`config.mk`:
```
export PLATFORM = sky130hd
export DESIGN_NAME = matrix_rotate_flip_engine
export DESIGN_NICKNAME = d
export VERILOG_FILES = /design/src/mrf_pkg.sv /design/src/mrf_ram.sv /design/src/mrf_addr_unit.sv /design/src/matrix_rotate_flip_engine.sv
export VERILOG_INCLUDE_DIRS = /design/src /design/src/src
export SDC_FILE = /design/constraint.sdc
export NUM_CORES = 2
export LEC_CHECK = 0
export BUFFER_PORTS_ARGS = -buffer_cell sky130_fd_sc_hd__buf_2
export CORE_AREA = 2 2 542 436
export CTS_CLUSTER_SIZE = 30
export DETAILED_ROUTE_END_ITERATION = 8
export DIE_AREA = 0 0 544 438
export PLACE_DENSITY = 0.58
export SYNTH_ARGS = -nofsm -noshare
export SYNTH_HDL_FRONTEND = slang
export SYNTH_SLANG_ARGS = --single-unit
```
`constraint.sdc`:
```
create_clock -name clk -period 9.4 [get_ports clk]
set_clock_uncertainty 0.2 [all_clocks]
set_input_delay 0.94 -clock clk [delete_from_list [all_inputs] [get_ports clk]]
set_output_delay 0.94 -clock clk [all_outputs]
set_load 0.01 [all_outputs]
```
`src/assert_macros.svh`:
```
// Assertion macros shared by the RTL of the matrix rotate and flip engine.
// Needs nothing else; included by the files that carry assertions.
`ifndef ASSERT_MACROS_SVH
`define ASSERT_MACROS_SVH

// Same-cycle implication, held off while reset is high.
`define ASSERT_IMPLIES(label, clk, rst, ante, cons) \
  label: assert property (@(posedge clk) disable iff (rst) (ante) |-> (cons)) \
    else $error("assertion failed: same-cycle implication");

// Next-cycle implication, held off while reset is high.
`define ASSERT_NEXT(label, clk, rst, ante, cons) \
  label: assert property (@(posedge clk) disable iff (rst) (ante) |=> (cons)) \
    else $error("assertion failed: next-cycle implication");

`endif

```
`src/mrf_pkg.sv`:
```
// Package for the matrix rotate and flip engine: widths, codes and shared types.
// Has no dependencies; imported by the address unit and the top level of the block.
`timescale 1ns / 1ps

package mrf_pkg;

  localparam int DIM_W     = 4;
  localparam int ELEM_W    = 32;
  localparam int CODE_W    = 2;
  localparam int CFG_IDX_W = 1;

  localparam logic OP_ELEMENT = 1'b0;
  localparam logic OP_CODE    = 1'b1;

  localparam logic [CODE_W-1:0] XF_ROTATE = 2'd0;
  localparam logic [CODE_W-1:0] XF_FLIP   = 2'd1;
  localparam logic [CODE_W-1:0] XF_NONE   = 2'd2;

  localparam logic [CFG_IDX_W-1:0] REG_ROW_COUNT    = 1'b0;
  localparam logic [CFG_IDX_W-1:0] REG_COLUMN_COUNT = 1'b1;

  localparam logic [DIM_W-1:0] DIM_RESET = 4'd8;

  typedef struct packed {
    logic swap;
    logic row_rev;
    logic col_rev;
  } xform_t;

  localparam xform_t XF_IDENTITY = '{swap: 1'b0, row_rev: 1'b0, col_rev: 1'b0};

  typedef enum logic {
    ST_LOAD,
    ST_EMIT
  } state_t;

endpackage

```
`src/mrf_ram.sv`:
```
// Generic simple dual-port RAM with one write port and a registered read port.
// Has no dependencies; holds the matrix elements of the engine.
`timescale 1ns / 1ps

module mrf_ram #(
  parameter int WIDTH = 32,
  parameter int DEPTH = 64
) (
  input  logic                                   clk,
  input  logic                                   wr_en,
  input  logic [(DEPTH > 1 ? $clog2(DEPTH) : 1)-1:0] wr_addr,
  input  logic [WIDTH-1:0]                       wr_data,
  input  logic                                   rd_en,
  input  logic [(DEPTH > 1 ? $clog2(DEPTH) : 1)-1:0] rd_addr,
  output logic [WIDTH-1:0]                       rd_data
);

  logic [WIDTH-1:0] mem [DEPTH];

  always_ff @(posedge clk) begin
    if (wr_en) begin
      mem[wr_addr] <= wr_data;
    end
    if (rd_en) begin
      rd_data <= mem[rd_addr];
    end
  end

endmodule

```
`src/mrf_addr_unit.sv`:
```
// Address unit: maps an output position to its source store address.
// Depends on mrf_pkg for the transform type and the dimension width.
`timescale 1ns / 1ps

module mrf_addr_unit #(
  parameter int MAX_DIM = 8
) (
  input  logic [(MAX_DIM > 1 ? $clog2(MAX_DIM) : 1)-1:0]                 row_idx,
  input  logic [(MAX_DIM > 1 ? $clog2(MAX_DIM) : 1)-1:0]                 col_idx,
  input  mrf_pkg::xform_t                                                xf,
  input  logic [mrf_pkg::DIM_W-1:0]                                      rows,
  input  logic [mrf_pkg::DIM_W-1:0]                                      cols,
  output logic [(MAX_DIM * MAX_DIM > 1 ? $clog2(MAX_DIM * MAX_DIM) : 1)-1:0] addr
);

  import mrf_pkg::*;

  localparam int IW    = (MAX_DIM > 1) ? $clog2(MAX_DIM) : 1;
  localparam int AW    = (MAX_DIM * MAX_DIM > 1) ? $clog2(MAX_DIM * MAX_DIM) : 1;
  localparam int FULLW = IW + DIM_W + 1;

  logic [IW-1:0]    a_idx;
  logic [IW-1:0]    b_idx;
  logic [DIM_W-1:0] row_mirror;
  logic [DIM_W-1:0] col_mirror;
  logic [IW-1:0]    src_row;
  logic [IW-1:0]    src_col;
  logic [FULLW-1:0] full_addr;

  always_comb begin
    a_idx      = xf.swap ? col_idx : row_idx;
    b_idx      = xf.swap ? row_idx : col_idx;
    row_mirror = rows - DIM_W'(1) - DIM_W'(a_idx);
    col_mirror = cols - DIM_W'(1) - DIM_W'(b_idx);
    src_row    = xf.row_rev ? row_mirror[IW-1:0] : a_idx;
    src_col    = xf.col_rev ? col_mirror[IW-1:0] : b_idx;
    full_addr  = FULLW'(src_row) * FULLW'(cols) + FULLW'(src_col);
    addr       = full_addr[AW-1:0];
  end

endmodule

```
`src/matrix_rotate_flip_engine.sv`:
```
// Top level of the matrix rotate and flip engine: sequencer, store and output stage.
// Depends on mrf_pkg, mrf_ram, mrf_addr_unit and assert_macros.svh.
//
// A request is taken at a rising edge with start high and busy low. With operation
// at element, element_in is written to the next store entry; entries beyond
// MAX_DIM*MAX_DIM are dropped. With operation at transform code, the code is folded
// into the running transform. A code with final_code set starts emission: busy rises
// and stays high while the address unit issues one store read per cycle for each of
// the result_rows*result_cols positions. The first result passes through the state
// register and the registered store read before it reaches the ports; the results
// then follow one per cycle in row-major order, each shown for one cycle with
// result_valid high; last_element marks the final one. The receiver cannot stall.
// A new request can be taken in the cycle that shows the last result. Afterwards
// the element count and the transform return to their reset values. The configuration
// channel (cfg_valid, cfg_ready, cfg_index, cfg_data) sets the row and column counts
// and is always ready; writes belong in idle periods. Reset clears the sequencer, the
// count and the transform and sets both dimensions to eight; store contents are
// undefined until written.
`timescale 1ns / 1ps
`include "assert_macros.svh"

module matrix_rotate_flip_engine #(
  parameter int MAX_DIM = 8
) (
  input  logic                            clk,
  input  logic                            rst,
  input  logic                            start,
  output logic                            busy,
  input  logic                            operation,
  input  logic signed [mrf_pkg::ELEM_W-1:0] element_in,
  input  logic [mrf_pkg::CODE_W-1:0]      transform,
  input  logic                            final_code,
  input  logic                            cfg_valid,
  output logic                            cfg_ready,
  input  logic [mrf_pkg::CFG_IDX_W-1:0]   cfg_index,
  input  logic [mrf_pkg::DIM_W-1:0]       cfg_data,
  output logic                            result_valid,
  output logic [mrf_pkg::DIM_W-1:0]       result_rows,
  output logic [mrf_pkg::DIM_W-1:0]       result_cols,
  output logic signed [mrf_pkg::ELEM_W-1:0] element_out,
  output logic                            last_element
);

  import mrf_pkg::*;

  localparam int DEPTH   = MAX_DIM * MAX_DIM;
  localparam int AW      = (DEPTH > 1) ? $clog2(DEPTH) : 1;
  localparam int CNT_W   = $clog2(DEPTH + 1);
  localparam int IW      = (MAX_DIM > 1) ? $clog2(MAX_DIM) : 1;
  localparam int DIM_MAX = (MAX_DIM > 15) ? 15 : MAX_DIM;

  state_t           state;
  state_t           state_next;
  logic [DIM_W-1:0] row_count;
  logic [DIM_W-1:0] column_count;
  logic [CNT_W-1:0] element_count;
  xform_t           xf;
  xform_t           xf_next;
  logic [IW-1:0]    row_idx;
  logic [IW-1:0]    col_idx;
  logic [DIM_W-1:0] out_rows;
  logic [DIM_W-1:0] out_cols;

  logic [DIM_W-1:0]  rows_c;
  logic [DIM_W-1:0]  cols_c;
  logic              accept;
  logic              load_elem;
  logic              take_code;
  logic              start_emit;
  logic              issue;
  logic              col_last;
  logic              issue_last;
  logic [AW-1:0]     rd_addr;
  logic [ELEM_W-1:0] rd_data;

  function automatic logic [DIM_W-1:0] clamp_dim(input logic [DIM_W-1:0] v);
    logic [DIM_W-1:0] r;
    r = v;
    if (v == '0) begin
      r = DIM_W'(1);
    end else if (v > DIM_W'(DIM_MAX)) begin
      r = DIM_W'(DIM_MAX);
    end
    return r;
  endfunction

  assign cfg_ready = 1'b1;
  assign rows_c    = clamp_dim(row_count);
  assign cols_c    = clamp_dim(column_count);

  assign accept     = start && !busy;
  assign load_elem  = accept && (operation == OP_ELEMENT) && (element_count < CNT_W'(DEPTH));
  assign take_code  = accept && (operation == OP_CODE);
  assign start_emit = take_code && final_code;

  always_comb begin
    xf_next = xf;
    case (transform)
      XF_ROTATE: begin
        xf_next.swap    = ~xf.swap;
        xf_next.row_rev = xf.col_rev;
        xf_next.col_rev = ~xf.row_rev;
      end
      XF_FLIP: begin
        xf_next.row_rev = ~xf.row_rev;
      end
      XF_NONE: begin
        xf_next = xf;
      end
      default: begin
        xf_next = xf;
      end
    endcase
  end

  assign col_last   = (DIM_W'(col_idx) == out_cols - DIM_W'(1));
  assign issue_last = col_last && (DIM_W'(row_idx) == out_rows - DIM_W'(1));

  always_comb begin
    state_next = state;
    case (state)
      ST_LOAD: begin
        if (start_emit) begin
          state_next = ST_EMIT;
        end
      end
      ST_EMIT: begin
        if (issue_last) begin
          state_next = ST_LOAD;
        end
      end
      default: begin
        state_next = ST_LOAD;
      end
    endcase
  end

  always_comb begin
    busy  = 1'b0;
    issue = 1'b0;
    case (state)
      ST_LOAD: begin
        busy  = 1'b0;
        issue = 1'b0;
      end
      ST_EMIT: begin
        busy  = 1'b1;
        issue = 1'b1;
      end
      default: begin
        busy  = 1'b0;
        issue = 1'b0;
      end
    endcase
  end

  always_ff @(posedge clk) begin
    if (rst) begin
      state         <= ST_LOAD;
      row_count     <= DIM_RESET;
      column_count  <= DIM_RESET;
      element_count <= '0;
      xf            <= XF_IDENTITY;
      row_idx       <= '0;
      col_idx       <= '0;
      result_valid  <= 1'b0;
      last_element  <= 1'b0;
    end else begin
      state        <= state_next;
      result_valid <= issue;
      last_element <= issue && issue_last;
      if (cfg_valid && cfg_ready) begin
        case (cfg_index)
          REG_ROW_COUNT:    row_count    <= cfg_data;
          REG_COLUMN_COUNT: column_count <= cfg_data;
          default: begin
            row_count <= row_count;
          end
        endcase
      end
      if (load_elem) begin
        element_count <= element_count + CNT_W'(1);
      end
      if (take_code) begin
        xf <= xf_next;
      end
      if (start_emit) begin
        row_idx <= '0;
        col_idx <= '0;
      end else if (issue) begin
        if (issue_last) begin
          row_idx       <= '0;
          col_idx       <= '0;
          element_count <= '0;
          xf            <= XF_IDENTITY;
        end else if (col_last) begin
          row_idx <= row_idx + IW'(1);
          col_idx <= '0;
        end else begin
          col_idx <= col_idx + IW'(1);
        end
      end
    end
  end

  // The result dimensions are captured when emission starts and hold until the next one.
  always_ff @(posedge clk) begin
    if (start_emit) begin
      out_rows <= xf_next.swap ? cols_c : rows_c;
      out_cols <= xf_next.swap ? rows_c : cols_c;
    end
  end

  assign result_rows = out_rows;
  assign result_cols = out_cols;
  assign element_out = $signed(rd_data);

  mrf_addr_unit #(
    .MAX_DIM (MAX_DIM)
  ) u_addr (
    .row_idx (row_idx),
    .col_idx (col_idx),
    .xf      (xf),
    .rows    (rows_c),
    .cols    (cols_c),
    .addr    (rd_addr)
  );

  mrf_ram #(
    .WIDTH (ELEM_W),
    .DEPTH (DEPTH)
  ) u_store (
    .clk     (clk),
    .wr_en   (load_elem),
    .wr_addr (element_count[AW-1:0]),
    .wr_data (element_in),
    .rd_en   (issue),
    .rd_addr (rd_addr),
    .rd_data (rd_data)
  );

  `ASSERT_NEXT(a_last_gap, clk, rst, result_valid && last_element, !result_valid)
  `ASSERT_NEXT(a_final_starts, clk, rst, start && !busy && operation == OP_CODE && final_code, busy && !result_valid)
  `ASSERT_IMPLIES(a_count_bound, clk, rst, 1'b1, element_count <= CNT_W'(DEPTH))
  `ASSERT_IMPLIES(a_valid_after_busy, clk, rst, result_valid, $past(busy))

endmodule
```
Yosys cells after proc, flatten, opt, wreduce, memory -nomap -nowiden --
Memory sizes are Yosys's and may differ from the RTL's. A register that Yosys moved wholly into a read port is not among the register bits. Cells that the tools add are included.
Storage, ports and cells: logic and storage cells 83, output and inout bits 44, memories 1, RAM bits 2048, bits in registers 35
Memories:
- u_store.mem | words 64, bits a word 32, read ports 1, clocked after memory_dff 1, wr ports 1, RTL line mrf_ram.sv:18 | logic [WIDTH-1:0] mem [DEPTH];
Cells by class: add/subtract/negate cells 10, order comparisons 3, equality and inequality tests 3, reductions and logical operators 16, bitwise logic cells 5, mux-type cells 31, $mul 1
Operator list (number):
- two-way mux 3 bit | 12
- two-way mux 7 bit | 4
- two-way mux 4 bit | 6
- equality test 3 x 4 -> 1 bit | 2
- greater-than comparator 4 bit, second input constant | 2
- logical NOT 4 bit | 2
- subtractor 4 x 1 -> 4 bit, second input constant | 2
- adder 7 x 1 -> 7 bit, second input constant | 1
- logical AND 1 bit | 7
- less-than comparator 7 bit, second input constant | 1
- adder 3 x 1 -> 3 bit, second input constant | 2
- adder 6 x 3 -> 6 bit | 1
- multiplier 3 x 4 -> 6 bit | 1
- two-way mux 1 bit | 6
- case mux 1 bit (2 select lines) | 3
- AND reduction 2 bit | 3
- subtractor 3 x 1 -> 3 bit, second input constant | 2
- subtractor 3 bit | 2
- NOT 1 bit | 5
- equality test 2 x 1 -> 1 bit, second input constant | 1
- logical NOT 2 bit | 1
- nonzero test 2 bit | 1
- OR reduction 2 bit | 1
- logical NOT 1 bit | 1

Depth between registers and ports, before layout --
depth after elaboration 10, mapped depth 22, mapped depth without buffers 19

By module --
From an unflattened synthesis, not the netlist that was laid out.
Unflattened totals: cell total of the unflattened synthesis 3573, area, all modules 81204.1 um^2
Modules (own cells, without submodules):
- mrf_ram | area each 78835.6 um^2, cells an instance 3324, instances 1
- matrix_rotate_flip_engine | area each 1742.9 um^2, cells an instance 177, instances 1
- mrf_addr_unit | area each 625.6 um^2, cells an instance 72, instances 1

Least setup slack after synthesis --
Ideal clock, no wire load.
path kind register to register, start point register xf[2] (netlist name), end point register u_store.rd_data[11], read port of u_store.mem (data pin), required time 8.925 ns, library setup time 0.275 ns, path slack 3.956 ns, arrival time 4.969 ns, buffers on the path 4, stages on the path, launching flop included 22, path through dfxtp_1 -> buf_6 -> mux2_2 -> inv_1 -> ha_1 -> fa_1 -> nand2b_1 -> mux2i_1 -> xor2_1 -> nand2b_1 -> fa_1 -> fa_1 -> inv_1 -> fa_1 -> buf_2 -> buf_2 -> buf_1 -> mux4_2 -> a211oi_1 -> a21oi_1 -> nand3_1 -> o221ai_1
On the way: longest elaborated chain between the ends 5, elaborated cells on any way between the ends 8
Ends and longest elaborated chain:
- two-way mux 3 bit | RTL line mrf_addr_unit.sv:31 | a_idx = xf.swap ? col_idx : row_idx;
- subtractor 3 bit | RTL line mrf_addr_unit.sv:33 | row_mirror = rows - DIM_W'(1) - DIM_W'(a_idx);
- two-way mux 3 bit | RTL line mrf_addr_unit.sv:35 | src_row = xf.row_rev ? row_mirror[IW-1:0] : a_idx;
- multiplier 3 x 4 -> 6 bit | RTL line mrf_addr_unit.sv:37 | full_addr = FULLW'(src_row) * FULLW'(cols) + FULLW'(src_col);
- adder 6 x 3 -> 6 bit * | RTL line mrf_addr_unit.sv:37
- end: declaration | RTL line mrf_ram.sv:15 | output logic [WIDTH-1:0] rd_data
Every way passes the cells marked *; elsewhere a longest branch is shown, timed or not. A chain may end at the register's enable or synchronous reset.

Final worst setup path --
start point register xf[2] (netlist name), end point register u_store.rd_data[26], read port of u_store.mem (data pin)
On the way: longest elaborated chain between the ends 5, elaborated cells on any way between the ends 8
Ends and longest elaborated chain (RTL line):
- two-way mux 3 bit | mrf_addr_unit.sv:31
- subtractor 3 bit | mrf_addr_unit.sv:33
- two-way mux 3 bit | mrf_addr_unit.sv:35
- multiplier 3 x 4 -> 6 bit | mrf_addr_unit.sv:37
- adder 6 x 3 -> 6 bit * | mrf_addr_unit.sv:37
Marked as above.

==> results.json <==
{
  "fmax_mhz": 130,
  "dr_total_vias": 39192,
  "synth_cell_type_count": 51,
  "synth_mux_area_share_pct": 15.3,
  "synth_edf_count": 2088,
  "grt_pass1_vias": 38937,
  "antenna_found_initial": 21,
  "clock_latency_ns": 0.87,
  "synth_simple_gate_area_share_pct": 1.78,
  "status": "complete, no violations",
  "placed_area_mm2": 0.0863,
  "floorplan.die_area_mm2": 0.238,
  "row_count": 159,
  "grt_overflow_total": 0,
  "maxCapViolCount": 0,
  "yosysMostFrequentCell": "edfxtp_1",
  "io_buffers": 87,
  "num_io_pins": 89,
  "drtIter0Drc": 5762,
  "cts_buffer_depth": 4,
  "hold_buffers": 0,
  "synthTopCellsByCount": "edfxtp_1 (2088), mux4_2 (512), a22oi_1 (135)",
  "synth_area_per_cell_um2": 22.4,
  "required_ns": 9.73,
  "setup_tns_ns": 0,
  "finalSetupViolations": 0,
  "viasPerCell": 5.47,
  "hpwl_um": 116000,
  "layout_worst_path_cycle_share_pct": 81.9,
  "place_congestion": 0.775,
  "final_cell_area_mm2": 0.0925,
  "root_buffer": "clkbuf_16",
  "area_growth_pct": 14.1,
  "yosysTopAreaCell": "edfxtp_1",
  "synth_area_mm2": 0.0811,
  "yosysSeqAreaShare_pct": 78.0,
  "totalWireLength_um": 215000,
  "period_needed_ns": 7.70,
  "coreArea_mm2": 0.233,
  "htreeDepth": 4,
  "synth_top_family_by_area": "multiplexers",
  "grt_pass1_wl_um": 302000,
  "slew_headroom_pct": 5.25,
  "leakage_nw": 28.0,
  "cp-end-kind": "flip-flop",
  "cts_tree": "done",
  "dieWidth_um": 544,
  "cts_resized": 0,
  "start_kind": "flip-flop",
  "cts.clk_slew.worst_paths_ns": 0.07,
  "die-height_um": 438,
  "drc": 0,
  "synth_xor_xnor_area_share_pct": 0.309,
  "cts_made_buffers": 208,
  "grt_setup_unrepaired": "false",
  "critPathArrivalTime_ns": 8.03,
  "hold_path_class": "in -> reg",
  "crit_type": "reg -> reg",
  "synth_compound_area_share_pct": 2.89,
  "drt_pre_antenna_iters": 6,
  "maxSlewViolCount": 0,
  "synth_top_area_share_pct": 77.3,
  "final_layout_size_suffix_gt1_share_pct": 27.9,
  "crit_fanout": 30,
  "track_usage_pct": 17.9,
  "nNetsFinal": 3934,
  "grt_max_degree": 84,
  "synth_adder_area_share_pct": 0.410,
  "clkSinkCount": 2115,
  "finalHoldViolCount": 0,
  "synthCells": 3614,
  "powerDensity_mw_per_mm2": 210,
  "synthArstFlopShare_pct": 0,
  "synth_fp_nets": 3682,
  "ys.flop_type": "edfxtp_1",
  "yosys_warnings": 0,
  "ff2ff_setup_slack_ns": 1.70,
  "n_fill_cell": 20550,
  "start_util_pct": 34.7,
  "ys_ff_latch": 2115,
  "yosys-top-cells-area": "edfxtp_1 (77%), mux4_2 (14%), a22oi_1 (1.2%)",
  "post_cts_buffers": 0,
  "detail-route-antenna-nets": 0,
  "vdd_ir_drop_max_mv": 0.143,
  "wl_per_cell_um": 30.1,
  "worst_pin_slew_ns": 1.38
}
-- worst paths after layout --
path / start / end / depth (start not counted)
setup / recovery: xf[2]$_SDFF_PP0_ / u_store.rd_data[26]$_DFFE_PP_ / 19
hold / removal: cfg_data[3] / row_count[3]$_SDFFE_PP1P_ / 3
setup reg to reg: xf[2]$_SDFF_PP0_ / u_store.rd_data[26]$_DFFE_PP_ / 19
hold reg to reg: column_count[0]$_SDFFE_PP0P_ / column_count[0]$_SDFFE_PP0P_ / 2
-- registers in the layout, indices dropped and copies added, names as in the netlist --
| register | flops |
|---|---|
| col_idx | 3 |
| column_count | 4 |
| element_count | 7 |
| last_element | 1 |
| result_cols | 4 |
| result_rows | 4 |
| result_valid | 1 |
| row_count | 4 |
| row_idx | 3 |
| state | 1 |
| u_store.mem | 2048 |
| u_store.rd_data | 32 |
| xf | 3 |
-- metal layers --
| layer | up-vias | track usage (%) | part of all wire, % |
|---|---|---|---|
| met2 | 1862 | 27.3 | 46 |
| met1 | 21172 | 25.7 | 42 |
| met5 | - | 0 | 0.0060 |
| met3 | 306 | 4.24 | 10 |
| li1 | 15850 | - | - |
| met4 | 2 | 4.46 | 2.4 |
-- power breakdown --
group,switching (W),internal [W],total [W]
clock network,0.00349,0.00433,0.00782
registers,0.0000186,0.0104,0.0104
logic,0.000779,0.000471,0.00125
total,0.00429,0.0152,0.0195
-- through the flow --
| stage | hold WS [ns] | instances | setup WS (ns) | utilization, % | total power (W) |
|---|---|---|---|---|---|
| after CTS | 0.0468 | 7158 | 1.76 | 39.7 | 0.0196 |
| after global routing | 0.0978 | 7160 | 1.39 | 39.7 | 0.0201 |
| after global placement | 0.254 | 6794 | 1.81 | 37.0 | 0.0119 |
| after detailed placement | 0.257 | 6794 | 1.83 | 37.0 | 0.0119 |
| final | 0.101 | 7160 | 1.70 | 39.7 | 0.0195 |
| after floorplan | 0.233 | 3614 | 3.96 | - | 0.0113 |
-- critical path, stage by stage (launching register included) --
cell and delay [ns]:
dfxtp_1 0.54, mux2_2 0.24, inv_1 0.04, ha_1 0.19, fa_1 0.44, nand2b_1 0.15
mux2i_1 0.26, xor2_1 0.24, nand2b_1 0.16, fa_1 0.43, fa_1 0.49, inv_1 0.07
fa_4 1.09, buf_4 0.50, buf_4 0.51, mux4_2 0.41, a22oi_1 0.24, nand2_1 0.10
mux2i_1 0.70, o221ai_1 0.31
-- logic make-up (layout without fill, tap and decap cells) --
| group | Yosys count | in the layout |
|---|---|---|
| muxes | 600 | 600 |
| xor gates and xnor gates | 26 | 26 |
| adders and majority gates | 23 | 23 |
| buffers and inverters | 219 | 625 |
| other | 1 | 2 |
| AOI/OAI and AO/OA | 317 | 317 |
| and+or+nand+nor | 313 | 313 |
| DFF | 2115 | 2115 |
-- cells in the final DEF, fill, tap and decap left out, drive strengths merged, types with 4 or more instances in the layout --
cell / n
xnor2: 14
o21ai: 14
a221oi: 29
fa: 6
clkbuf: 267
a22o: 29
nor3: 6
a211oi: 25
clkinv: 79
edfxtp: 2088
clkinvlp: 4
ha: 17
nor2b: 30
buf: 243
bufinv: 7
nand2: 88
inv: 25
nor2: 110
xor2: 12
mux4: 512
a22oi: 135
or3: 10
a21oi: 45
dfxtp: 27
nand3: 39
mux2i: 77
nand2b: 11
and2: 7
o221ai: 26
mux2: 11
-- area by class of cell --
| class | instances | area (µm²) | area share [%] |
|---|---|---|---|
| diodes | 1 | 2.50 | 0.00270 |
| inverters | 18 | 67.6 | 0.0730 |
| flip-flops and latches | 2115 | 63200 | 68.3 |
| well taps | 3139 | 3930 | 4.24 |
| multi-input cells | 1280 | 17400 | 18.8 |
| clock buffers | 267 | 5530 | 5.97 |
| clock inverters | 97 | 677 | 0.731 |
| repair buffers | 243 | 1720 | 1.86 |
(Power assumes the default switching activity.)
